<file path="src/hdl/wwkm_pkg.sv">
// ----------------------------------------------------------------------------
// wwkm_pkg
// Shared types, constants and character helpers for the keyword matcher.
// ----------------------------------------------------------------------------
package wwkm_pkg;

  // Default longest pattern, in bytes
  localparam int unsigned PATTERN_MAX_DEF = 8;

  // Configuration port geometry
  localparam int unsigned CFG_DATA_W  = 64;
  localparam int unsigned CFG_INDEX_W = 2;
  localparam int unsigned LEN_REG_W   = 4;

  // Register indexes
  localparam logic [CFG_INDEX_W-1:0] REG_PATTERN_BYTES  = 2'd0;
  localparam logic [CFG_INDEX_W-1:0] REG_PATTERN_LENGTH = 2'd1;
  localparam logic [CFG_INDEX_W-1:0] REG_MATCH_MODE     = 2'd2;

  // Match modes
  localparam logic MODE_WHOLE_WORD = 1'b0;
  localparam logic MODE_SUBSTRING  = 1'b1;

  // The one non-alphanumeric word character
  localparam logic [7:0] CHAR_UNDERSCORE = 8'h5F;

  // Classified text item passed from the front end to the matcher
  typedef struct packed {
    logic [7:0] text_byte;  // lowercased
    logic       is_word;
    logic       last_byte;
  } item_t;

  function automatic logic [7:0] fold_case(input logic [7:0] c);
    logic [7:0] r;
    r = c;
    if (c >= 8'h41 && c <= 8'h5A) begin
      r = c + 8'h20;
    end
    return r;
  endfunction

  function automatic logic is_word_char(input logic [7:0] c);
    return (c == CHAR_UNDERSCORE) ||
           (c >= 8'h61 && c <= 8'h7A) ||
           (c >= 8'h41 && c <= 8'h5A) ||
           (c >= 8'h30 && c <= 8'h39);
  endfunction

endpackage

</file>
<file path="src/hdl/wwkm_front.sv">
// ----------------------------------------------------------------------------
// wwkm_front
// Input stage: takes text bytes, folds case, tags word characters, registers.
// ----------------------------------------------------------------------------
module wwkm_front (
  input  logic                clk_i,
  input  logic                rst_ni,
  input  logic                in_valid_i,
  output logic                in_stall_o,
  input  logic [7:0]          text_byte_i,
  input  logic                last_byte_i,
  output logic                push_valid_o,
  input  logic                push_stall_i,
  output wwkm_pkg::item_t     push_item_o
);

  logic            valid_q, valid_d;
  wwkm_pkg::item_t item_q;
  logic            accept;
  logic            push;

  assign push       = valid_q && !push_stall_i;
  assign in_stall_o = valid_q && !push;
  assign accept     = in_valid_i && !in_stall_o;

  always_comb begin
    valid_d = valid_q;
    if (accept) begin
      valid_d = 1'b1;
    end else if (push) begin
      valid_d = 1'b0;
    end
  end

  always_ff @(posedge clk_i or negedge rst_ni) begin
    if (!rst_ni) begin
      valid_q <= 1'b0;
    end else begin
      valid_q <= valid_d;
    end
  end

  always_ff @(posedge clk_i) begin
    if (accept) begin
      item_q.text_byte <= wwkm_pkg::fold_case(text_byte_i);
      item_q.is_word   <= wwkm_pkg::is_word_char(text_byte_i);
      item_q.last_byte <= last_byte_i;
    end
  end

  assign push_valid_o = valid_q;
  assign push_item_o  = item_q;

endmodule

</file>
<file path="src/hdl/wwkm_queue.sv">
// ----------------------------------------------------------------------------
// wwkm_queue
// Two-entry queue decoupling the input stage from the matcher.
// ----------------------------------------------------------------------------
module wwkm_queue (
  input  logic            clk_i,
  input  logic            rst_ni,
  input  logic            push_valid_i,
  output logic            push_stall_o,
  input  wwkm_pkg::item_t push_item_i,
  output logic            pop_valid_o,
  input  logic            pop_i,
  output wwkm_pkg::item_t pop_item_o
);

  wwkm_pkg::item_t slot_q [2];
  logic            wr_ptr_q, wr_ptr_d;
  logic            rd_ptr_q, rd_ptr_d;
  logic [1:0]      count_q, count_d;
  logic            push;
  logic            pop;

  assign push_stall_o = (count_q == 2'd2);
  assign push         = push_valid_i && !push_stall_o;
  assign pop_valid_o  = (count_q != 2'd0);
  assign pop          = pop_i && pop_valid_o;
  assign pop_item_o   = slot_q[rd_ptr_q];

  always_comb begin
    wr_ptr_d = push ? ~wr_ptr_q : wr_ptr_q;
    rd_ptr_d = pop ? ~rd_ptr_q : rd_ptr_q;
    count_d  = count_q;
    if (push && !pop) begin
      count_d = count_q + 2'd1;
    end else if (pop && !push) begin
      count_d = count_q - 2'd1;
    end
  end

  always_ff @(posedge clk_i or negedge rst_ni) begin
    if (!rst_ni) begin
      wr_ptr_q <= 1'b0;
      rd_ptr_q <= 1'b0;
      count_q  <= 2'd0;
    end else begin
      wr_ptr_q <= wr_ptr_d;
      rd_ptr_q <= rd_ptr_d;
      count_q  <= count_d;
    end
  end

  always_ff @(posedge clk_i) begin
    if (push) begin
      slot_q[wr_ptr_q] <= push_item_i;
    end
  end

endmodule

</file>
<file path="src/hdl/wwkm_back.sv">
// ----------------------------------------------------------------------------
// wwkm_back
// Matcher: sliding window, per-length comparators, word-boundary tracking
// and the registered result.
// ----------------------------------------------------------------------------
module wwkm_back #(
  parameter int unsigned PATTERN_MAX = wwkm_pkg::PATTERN_MAX_DEF,
  localparam int unsigned LW = $clog2(PATTERN_MAX + 1),
  localparam int unsigned SW = $clog2(PATTERN_MAX + 2)
) (
  input  logic                                clk_i,
  input  logic                                rst_ni,
  input  logic                                item_valid_i,
  input  wwkm_pkg::item_t                     item_i,
  output logic                                item_pop_o,
  input  logic [PATTERN_MAX-1:0][7:0]         pattern_i,
  input  logic [wwkm_pkg::LEN_REG_W-1:0]      pattern_length_i,
  input  logic                                match_mode_i,
  output logic                                out_valid_o,
  input  logic                                out_stall_i,
  output logic                                matched_o
);

  logic [PATTERN_MAX-1:0][7:0] win_q;     // newest byte at 0
  logic [PATTERN_MAX-1:0]      wword_q;   // word flags of win_q
  logic [PATTERN_MAX-1:0][7:0] win_new;
  logic [SW-1:0]               seen_q, seen_d, seen_new;
  logic                        pend_q, pend_d;
  logic                        found_q, found_d;
  logic                        out_valid_q, out_valid_d;
  logic                        matched_q, matched_d;
  logic [PATTERN_MAX:0]        hit_v;
  logic [PATTERN_MAX:0]        left_v;
  logic [LW-1:0]               len_eff;
  logic                        hit, left_open, found_step, pend_step, eq;
  logic                        out_free, pop;

  assign out_free   = !out_valid_q || !out_stall_i;
  assign pop        = item_valid_i && (!item_i.last_byte || out_free);
  assign item_pop_o = pop;

  // Window after this byte shifts in
  always_comb begin
    win_new[0] = item_i.text_byte;
    for (int k = 1; k < PATTERN_MAX; k++) begin
      win_new[k] = win_q[k-1];
    end
  end

  assign seen_new = (seen_q == SW'(PATTERN_MAX + 1)) ? seen_q : seen_q + SW'(1);

  assign len_eff = (pattern_length_i > wwkm_pkg::LEN_REG_W'(PATTERN_MAX)) ?
                   LW'(PATTERN_MAX) : pattern_length_i[LW-1:0];

  // One comparator bank per candidate length; len_eff picks the live one
  always_comb begin
    hit_v  = '0;
    left_v = '0;
    for (int l = 1; l <= PATTERN_MAX; l++) begin
      eq = 1'b1;
      for (int i = 0; i < l; i++) begin
        eq = eq && (win_new[l-1-i] == pattern_i[i]);
      end
      hit_v[l]  = eq && (seen_new >= SW'(l));
      left_v[l] = (seen_new == SW'(l)) || !wword_q[l-1];
    end
  end

  assign hit       = hit_v[len_eff];
  assign left_open = left_v[len_eff];

  // Pending right-side check completes regardless of the current mode
  assign found_step = found_q || (pend_q && !item_i.is_word) ||
                      (hit && ((match_mode_i == wwkm_pkg::MODE_SUBSTRING) ||
                               (left_open && item_i.last_byte)));
  assign pend_step  = hit && (match_mode_i == wwkm_pkg::MODE_WHOLE_WORD) &&
                      left_open && !item_i.last_byte;

  always_comb begin
    seen_d      = seen_q;
    pend_d      = pend_q;
    found_d     = found_q;
    out_valid_d = out_valid_q && out_stall_i;
    matched_d   = matched_q;
    if (pop) begin
      if (item_i.last_byte) begin
        out_valid_d = 1'b1;
        matched_d   = found_step;
        seen_d      = '0;
        pend_d      = 1'b0;
        found_d     = 1'b0;
      end else begin
        seen_d  = seen_new;
        pend_d  = pend_step;
        found_d = found_step;
      end
    end
  end

  always_ff @(posedge clk_i or negedge rst_ni) begin
    if (!rst_ni) begin
      seen_q      <= '0;
      pend_q      <= 1'b0;
      found_q     <= 1'b0;
      out_valid_q <= 1'b0;
    end else begin
      seen_q      <= seen_d;
      pend_q      <= pend_d;
      found_q     <= found_d;
      out_valid_q <= out_valid_d;
    end
  end

  // Window contents are gated by seen_q, so they need no reset
  always_ff @(posedge clk_i) begin
    matched_q <= matched_d;
    if (pop) begin
      win_q      <= win_new;
      wword_q[0] <= item_i.is_word;
      for (int k = 1; k < PATTERN_MAX; k++) begin
        wword_q[k] <= wword_q[k-1];
      end
    end
  end

  assign out_valid_o = out_valid_q;
  assign matched_o   = matched_q;

endmodule

</file>
<file path="src/hdl/whole_word_keyword_matcher_unit.sv">
// ----------------------------------------------------------------------------
// whole_word_keyword_matcher_unit
// Case-insensitive keyword matcher over a byte stream, whole-word or
// substring, one verdict per message.
// ----------------------------------------------------------------------------
//
//  Channel   Direction  Handshake             Payload
//  --------  ---------  --------------------  -------------------------------
//  in        sink       in_valid_i/in_stall_o  text_byte_i[7:0], last_byte_i
//  out       source     out_valid_o/out_stall_i matched_o
//  cfg       sink       cfg_we_i               cfg_index_i[1:0], cfg_data_i[63:0]
//
//  Throughput: one text byte per cycle while nothing stalls. The matcher
//  compares the whole window against every candidate pattern length
//  combinationally, so that comparator bank sets the pace.
//  Verdict path: a message's verdict appears on out_valid_o once its last
//  byte has passed the input register, then the queue, into the result register.
//  Stalls: a stalled result blocks the next message's last byte and all behind it;
//  earlier bytes keep flowing into the two-entry queue and the window.
//  Reset (rst_ni, async, low): clears handshake state, message state and
//  all configuration registers.
//
module whole_word_keyword_matcher_unit #(
  parameter int unsigned PATTERN_MAX = wwkm_pkg::PATTERN_MAX_DEF
) (
  input  logic                               clk_i,
  input  logic                               rst_ni,
  // text in
  input  logic                               in_valid_i,
  output logic                               in_stall_o,
  input  logic [7:0]                         text_byte_i,
  input  logic                               last_byte_i,
  // verdict out
  output logic                               out_valid_o,
  input  logic                               out_stall_i,
  output logic                               matched_o,
  // configuration writes
  input  logic                               cfg_we_i,
  input  logic [wwkm_pkg::CFG_INDEX_W-1:0]   cfg_index_i,
  input  logic [wwkm_pkg::CFG_DATA_W-1:0]    cfg_data_i
);

  // Pattern is kept already lowercased; only the bytes the window can use
  logic [PATTERN_MAX-1:0][7:0]          pattern_q, pattern_d;
  logic [wwkm_pkg::LEN_REG_W-1:0]       length_q, length_d;
  logic                                 mode_q, mode_d;

  logic            push_valid, push_stall;
  wwkm_pkg::item_t push_item;
  logic            pop_valid, pop;
  wwkm_pkg::item_t pop_item;

  always_comb begin
    pattern_d = pattern_q;
    length_d  = length_q;
    mode_d    = mode_q;
    if (cfg_we_i) begin
      unique case (cfg_index_i)
        wwkm_pkg::REG_PATTERN_BYTES: begin
          for (int i = 0; i < PATTERN_MAX; i++) begin
            pattern_d[i] = wwkm_pkg::fold_case(cfg_data_i[8*i +: 8]);
          end
        end
        wwkm_pkg::REG_PATTERN_LENGTH: length_d = cfg_data_i[wwkm_pkg::LEN_REG_W-1:0];
        wwkm_pkg::REG_MATCH_MODE:     mode_d   = cfg_data_i[0];
        default: ;  // unused index, write dropped
      endcase
    end
  end

  always_ff @(posedge clk_i or negedge rst_ni) begin
    if (!rst_ni) begin
      pattern_q <= '0;
      length_q  <= '0;
      mode_q    <= wwkm_pkg::MODE_WHOLE_WORD;
    end else begin
      pattern_q <= pattern_d;
      length_q  <= length_d;
      mode_q    <= mode_d;
    end
  end

  // Front: accept and classify
  wwkm_front u_front (
    .clk_i        (clk_i),
    .rst_ni       (rst_ni),
    .in_valid_i   (in_valid_i),
    .in_stall_o   (in_stall_o),
    .text_byte_i  (text_byte_i),
    .last_byte_i  (last_byte_i),
    .push_valid_o (push_valid),
    .push_stall_i (push_stall),
    .push_item_o  (push_item)
  );

  // Decoupling queue
  wwkm_queue u_queue (
    .clk_i        (clk_i),
    .rst_ni       (rst_ni),
    .push_valid_i (push_valid),
    .push_stall_o (push_stall),
    .push_item_i  (push_item),
    .pop_valid_o  (pop_valid),
    .pop_i        (pop),
    .pop_item_o   (pop_item)
  );

  // Back: window match and verdict
  wwkm_back #(
    .PATTERN_MAX (PATTERN_MAX)
  ) u_back (
    .clk_i            (clk_i),
    .rst_ni           (rst_ni),
    .item_valid_i     (pop_valid),
    .item_i           (pop_item),
    .item_pop_o       (pop),
    .pattern_i        (pattern_q),
    .pattern_length_i (length_q),
    .match_mode_i     (mode_q),
    .out_valid_o      (out_valid_o),
    .out_stall_i      (out_stall_i),
    .matched_o        (matched_o)
  );

endmodule
</file>
<file path="config.mk">
export PLATFORM = sky130hd
export DESIGN_NAME = whole_word_keyword_matcher_unit
export DESIGN_NICKNAME = d
export VERILOG_FILES = /design/src/hdl/wwkm_pkg.sv /design/src/hdl/wwkm_front.sv /design/src/hdl/wwkm_queue.sv /design/src/hdl/wwkm_back.sv /design/src/hdl/whole_word_keyword_matcher_unit.sv
export SDC_FILE = /design/constraint.sdc
export NUM_CORES = 1
export LEC_CHECK = 0
export ABC_AREA = 1
export BUFFER_PORTS_ARGS = -buffer_cell sky130_fd_sc_hd__buf_4
export CAP_MARGIN = 20
export CORE_AREA = 5 5 176 178
export CTS_CLUSTER_SIZE = 12
export DETAILED_ROUTE_END_ITERATION = 6
export DIE_AREA = 0 0 181 183
export SETUP_SLACK_MARGIN = 0.05
export SYNTH_ARGS = -nofsm -noshare
export SYNTH_HDL_FRONTEND = slang
export SYNTH_SLANG_ARGS = --single-unit
</file>
<file path="constraint.sdc">
create_clock -name clk_i -period 3.9 [get_ports clk_i]
set_input_delay 0.195 -clock clk_i [delete_from_list [all_inputs] [get_ports clk_i]]
set_output_delay 0.195 -clock clk_i [all_outputs]
set_load 0.02 [all_outputs]
</file>
Word level (Yosys, flattened, before mapping). Memory sizes are Yosys's and may differ from the RTL's. Index checks and enable logic that the tools add are counted.

Add/sub/neg operators: 12. $lt $le $gt $ge: 32. Equality and inequality tests: 49. Multiplexer cells: 26. Bitwise gates (word level): 3. Reduce and logical (&&, ||, !) cells: 101.

Operator list (number): 8-bit equality test (36); 8-bit by 7-bit greater-or-equal comparator with 1-bit output (second input constant) (10); 8-bit by 7-bit less-or-equal comparator with 1-bit output (second input constant) (10); 8-bit by 6-bit adder with 8-bit output (second input constant) (9); 8-bit two-way mux (9); 1-bit logical AND (61); 4-bit by 3-bit equality test with 1-bit output (second input constant) (4); 4-bit by 3-bit greater-or-equal comparator with 1-bit output (second input constant) (4); 1-bit logical NOT (16); 1-bit logical OR (16); 4-bit two-way mux (3); 1-bit two-way mux (10); 1-bit binary-select mux with 4-bit select (2); 4-bit by 2-bit equality test with 1-bit output (second input constant) (2); 4-bit equality test (second input constant) (2); 8-bit by 7-bit equality test with 1-bit output (second input constant) (1); 4-bit by 2-bit greater-or-equal comparator with 1-bit output (second input constant) (2); 8-bit by 6-bit greater-or-equal comparator with 1-bit output (second input constant) (1); 8-bit by 6-bit less-or-equal comparator with 1-bit output (second input constant) (1); 2-bit AND reduction (4); 2-bit nonzero test (3); 4-bit by 5-bit < comparator with 1-bit output (second input constant) (1); 4-bit by 1-bit adder with 4-bit output (second input constant) (1); 2-bit equality test (second input constant) (2); 10 further kinds (13).

Flip-flop bits (word level): 156. Memory bits (writable): 20. Output and inout bits: 3. Memories: 1.

Memories: u_queue.slot_q (depth 2, bits a word 10, read ports 1, clocked after Yosys merged registers in 0, write ports 1, line wwkm_queue.sv:16) `wwkm_pkg::item_t slot_q [2];`.

Longest topological paths before layout.
Depth in word-level cells: 15. Mapped depth: 19.

Modules after synthesis. Synthesis repeated with hierarchy kept, for this count alone.

Cells, all modules: 1846. Area total of the unflattened synthesis: 12565.8 um^2.

By module, submodules not included: wwkm_back (instances 1, cells each 1265, area each 7699.9 um^2, sequential area each 2127.0 um^2); whole_word_keyword_matcher_unit (instances 1, cells each 418, area each 3253.1 um^2, sequential area each 1726.7 um^2); wwkm_queue (instances 1, cells each 84, area each 968.4 um^2, sequential area each 700.7 um^2); wwkm_front (instances 1, cells each 79, area each 644.4 um^2, sequential area each 325.3 um^2).

Least setup slack after synthesis. OpenSTA, ideal clock, no wires.

Path type: reg2reg. Start point: reg u_queue.rd_ptr_q. End point: reg u_back.win_q, in the netlist u_back.win_new[10], enable pin. Library setup time: 421 ps. Data arrival time: 2257 ps. Data required time: 3479 ps. Slack: 1222 ps. Stages on the path, launching flop included: 8. Clock period less this slack: 2678 ps. Cells stage by stage: dfrtp_1 inv_2 buf_6 nand2_1 nand2_1 inv_1 o21ai_1 inv_1.

Longest elaborated chain between the ends: 4.

Ends and longest elaborated chain: start, declared (line wwkm_queue.sv:18) `logic rd_ptr_q, rd_ptr_d;`; start signal, assigned (line wwkm_queue.sv:47) `rd_ptr_q <= rd_ptr_d;`; memory 2 x 10 bit; 1-bit logical NOT (line wwkm_back.sv:39) `assign pop = item_valid_i && (!item_i.last_byte || out_free);`; 1-bit logical OR (line wwkm_back.sv:39); 1-bit logical AND (line wwkm_back.sv:39); via pop (line whole_word_keyword_matcher_unit.sv:50) `logic pop_valid, pop;`; end signal, assigned (line wwkm_back.sv:118) `win_q <= win_new;`; end, declared (line wwkm_back.sv:24) `logic [PATTERN_MAX-1:0][7:0] win_q;`.

The timed path passes the listed nets, and every way through them passes these cells. A chain may end at the register's enable or synchronous reset.

Worst setup path after layout.
Start point: reg u_queue.rd_ptr_q. End point: reg u_back.found_q.

Longest elaborated chain between the ends: 9. Elaborated cells between the ends (all ways): 37. Classes of those cells: 8 x eq/ne; 3 x mux; 25 x reduce/logical; 1 x memory.

Ends and longest elaborated chain: memory 2 x 10 bit *; 8-bit equality test (line wwkm_back.sv:62) `eq = eq && (win_new[l-1-i] == pattern_i[i]);`; 1-bit logical AND (line wwkm_back.sv:62); 1-bit logical AND (line wwkm_back.sv:64) `hit_v[l] = eq && (seen_new >= SW'(l));`; 1-bit binary-select mux with 4-bit select (line wwkm_back.sv:69) `assign hit = hit_v[len_eff];`; 1-bit two-way mux (not written as such) (line wwkm_back.sv:69); 1-bit logical AND (line wwkm_back.sv:74) `(hit && ((match_mode_i == wwkm_pkg::MODE_SUBSTRING) ||`; 1-bit logical OR * (line wwkm_back.sv:73) `assign found_step = found_q || (pend_q && !item_i.is_word) ||`; via u_back.found_step (line wwkm_back.sv:35) `logic hit, left_open, found_step, pend_step, eq;`; 1-bit two-way mux * (line wwkm_back.sv:86) `if (item_i.last_byte) begin`; end signal, assigned (line wwkm_back.sv:109) `found_q <= found_d;`; end, declared (line wwkm_back.sv:29) `logic found_q, found_d;`.

Mark *: on every way through the listed nets, which the timed path passes. The rest lies on a longest branch. The select of a mux whose other input is x is not followed.

==> impl_results.md <==
* FF-to-FF End: u_back.found_q$_DFFE_PN0P_
* Reg-to-reg critical path startpoint: u_queue.rd_ptr_q$_DFFE_PN0P_
* Drt wl/cell at 26.7 um
* Placer congestion estimate at 1.10
* Area grow syn2layout at 16.2%
* Register area at 4880 um^2
* Die Ht at 183 um
* # rows at 63
* Netlist Area Pre-Place at 11,500 um^2
* Overflow after GRT at 0
* Placed inst area at 12,600 um^2
* Post-DP HPWL at 43.7 mm
* Worst endpoint required time at 4.31 ns
* Final Cell Area at 13,400 um^2
* CP max stage delay at about 0.55 ns
* CP max-delay cell: dfrtp_1
* Outcome: completed
* FFs w/ async S/R, synth at 0.460
* Pwr/cell area at 795 nW/um^2
* CTS tree: done
* Clk slew on worst S/H paths at 0.08 ns
* Slew of the pin with the lowest slew margin at 0.901 ns
* Worst EP arrival at 3.38 ns
* Worst hold-check path type: in2reg
* Number of synthesized flops with an enable pin at 95
* First-pass GRT wire length at 81.0 mm
* Clock tree buffer depth at 2
* Fill count at roughly 3,000
* Commonest cells after routing, fill and taps aside: nand2_1 (550), nor2_1 (204), inv_1 (180), o21ai_0 (171), buf_4 (102)
* Via/cell ratio at 5.69
* # port buffers at 82
* Root buffer cell: clkbuf_16
* Most frequent CP cell: nand2_1
* Initial antenna violation count at 3
* Reg2reg path depth at 15
* Number of synthesized register bits at 176
* Crit Path Class: reg2reg
* Residual DRC at 0
* Hold EP: pattern_q[40]$_DFFE_PN0P_
* Die area at 33,100 um^2
* Crit start category: register
* CP cell instances: inv_2, nand2_1, nand2_1, o21ai_1, nor2_1, nand2_1, nor2_1, nand3_1, nand3_1, nand3_1, nand2_1, nand2_1, nand2_2, nand2_1, nand2_1
* Max Cap Viol at 0
* Critical Path End Type: register
* Fmax at 336 MHz
* Mean post-synth cell area at between 7 and 8 um^2
* Finish-stage setup viols at 0
* Setup Skew at 0.0126 ns
* Worst slew margin at 0.397
* IO Count at 83
* Reg-to-reg slack, setup at 0.92 ns
* Worst hold start: cfg_data_i[40]
* Vias in the first global route at 11,593
* Setup TNS at 0 ns
* Most common cell after layout, fill and taps aside: nand2_1
* Syn nets at approximately 1,700
* Min Clock Period, post-route at 2.98 ns
* Initial DRC Count at 1,706
* Hold Slack at ~0.018 ns
* Clk Latency, worst-skew pair at 0.47 ns
* Fin crit share at 0.763
* Routed wire length at 56.9 mm
* Max Slew Vio Count at 0
* Crit-path max FO at 12
* Netlist cell types at 38
* Setup Fix Bufs, Post-CTS at 0
* Number of H-tree levels at 4
* P_leak at 6.23 nW
* Post-synth top flop: edfxtp_1
* Core Box Area at 29,200 um^2
* Total CTS buffers at 17
* Core Util, Final at 0.458
* Sequential area share after synthesis at 0.423
* RSZ-0062 raised after global routing: false
* Post-Synthesis Cells at 1,626
* Fin. Hold Viols at 0
* Hold Path Stages at 3
* Largest net degree at the start of global routing at 77
* TritonRoute pass-1 iters at 6
* Gr usage total at 0.340
* DIE WIDTH at 181 um
* Layout cell share with drive strength beyond 1 at 0.0943
* Initial Util at 0.394
* Yosys Warn Count at 0
* Multi-input logic area at 5700 um^2
* Routed Antenna Nets at 0
* # clock sinks at 176
* Via count at 12,126
* Final nets at 1,820
* VDD IR max at 0.366 mV
[kinds of logic (layout without fill, tap and decap cells)]
group,count (synthesis),after routing,share of synthesized area
AO/OA/AOI/OAI,246,246,0.117
XOR/XNOR,58,58,0.0440
adder cells (fa/ha/maj),14,14,0.0152
buffers and inverters,238,351,0.0835
flip-flops,176,176,0.423
other,0,1,0
AND/OR/NAND/NOR,894,894,0.317
[Yosys cell counts, drive strengths merged (2+ instances only)]
library cell | count | area share
inv | 186 | 0.061
nand3 | 72 | 0.031
a22oi | 6 | 0.0039
o211ai | 9 | 0.0059
o21ai | 174 | 0.075
nor2 | 206 | 0.068
nand2 | 568 | 0.19
nand4 | 32 | 0.017
buf | 32 | 0.016
clkbuf | 16 | 0.0052
o22ai | 26 | 0.014
clkinv | 4 | 0.0013
a31oi | 5 | 0.0027
xnor2 | 13 | 0.0099
a21oi | 16 | 0.0076
o311ai | 4 | 0.0030
dfrtp | 81 | 0.18
ha | 14 | 0.015
o21bai | 2 | 0.0013
nor3 | 12 | 0.0052
nor3b | 3 | 0.0020
xor2 | 45 | 0.034
edfxtp | 95 | 0.25
[state kept, by name (all words and copies together) (netlist names)]
register	flops
u_back.found_q	1
u_queue.count_q	2
u_queue.rd_ptr_q	1
u_queue.slot_q	20
u_front.push_item_o	10
u_front.push_valid_o	1
u_back.out_valid_o	1
u_queue.wr_ptr_q	1
mode_q	1
length_q	4
u_back.win_new	56
u_back.wword_q	8
pattern_q	64
u_back.matched_o	1
u_back.seen_q	4
u_back.pend_q	1
[through the flow]
step	setup WS [ns]	instances	power, W
2_1_floorplan	1.22	1626	0.00641
3_3_place_gp	0.953	2071	0.00872
3_5_place_dp	0.965	2071	0.00865
4_1_cts	0.950	2129	0.0104
5_1_grt	0.647	2130	0.0111
6_report	0.924	2130	0.0107
[per-layer routing]
metal | vias up | part of all wire | global-route usage
met5 | - | 0.00060 | 0
met4 | 4 | 0.065 | 0.181
met3 | 229 | 0.11 | 0.0815
met2 | 786 | 0.41 | 0.495
met1 | 5660 | 0.42 | 0.472
li1 | 5447 | - | -
[worst max-delay path by stage]
stage,start,endpoint,slack [ns],depth (start not counted)
after floorplan,u_queue.rd_ptr_q$_DFFE_PN0P_,u_back.win_new[10]$_DFFE_PP_,1.22,7
after global placement,u_queue.rd_ptr_q$_DFFE_PN0P_,u_back.found_q$_DFFE_PN0P_,0.95,16
after detailed placement,u_queue.rd_ptr_q$_DFFE_PN0P_,u_back.found_q$_DFFE_PN0P_,0.97,16
after CTS,u_queue.rd_ptr_q$_DFFE_PN0P_,u_back.found_q$_DFFE_PN0P_,0.95,16
after global routing,u_queue.rd_ptr_q$_DFFE_PN0P_,u_back.found_q$_DFFE_PN0P_,0.65,16
final,u_queue.rd_ptr_q$_DFFE_PN0P_,u_back.found_q$_DFFE_PN0P_,0.92,15
[timing repair]
| action | 4_1_cts | 5_1_grt |
|---|---|---|
| hold endpoints to repair | 84 | 0 |
| hold buffers | 26 | 0 |
| gates resized for setup | 0 | 0 |
[where the power goes]
part	leakage [nW]	internal (W)	switching (W)	total, W
Clock	0.280	0.000864	0.000856	0.00172
Sequential	1.93	0.00285	0.00121	0.00405
Combinational	4.02	0.00138	0.00350	0.00488
Total	6.23	0.00509	0.00556	0.0107
[critical path, delay by kind of cell (launching register included)]
kind / cells / cell delay (ns)
simple gates: 13 / 1.89
flops: 1 / 0.55
buf+inv: 1 / 0.37
compound gates: 1 / 0.11
[cell type report]
type | count | share of cell area
Antenna cell | 1 | 0.000187
Inverter | 190 | 0.0532
Clock inverter | 14 | 0.0104
Multi-Input combinational cell | 1212 | 0.425
Sequential cell | 176 | 0.364
Clock buffer | 18 | 0.0328
Tap cell | 390 | 0.0364
Timing Repair Buffer | 129 | 0.0780
(Power assumes the default switching activity.)
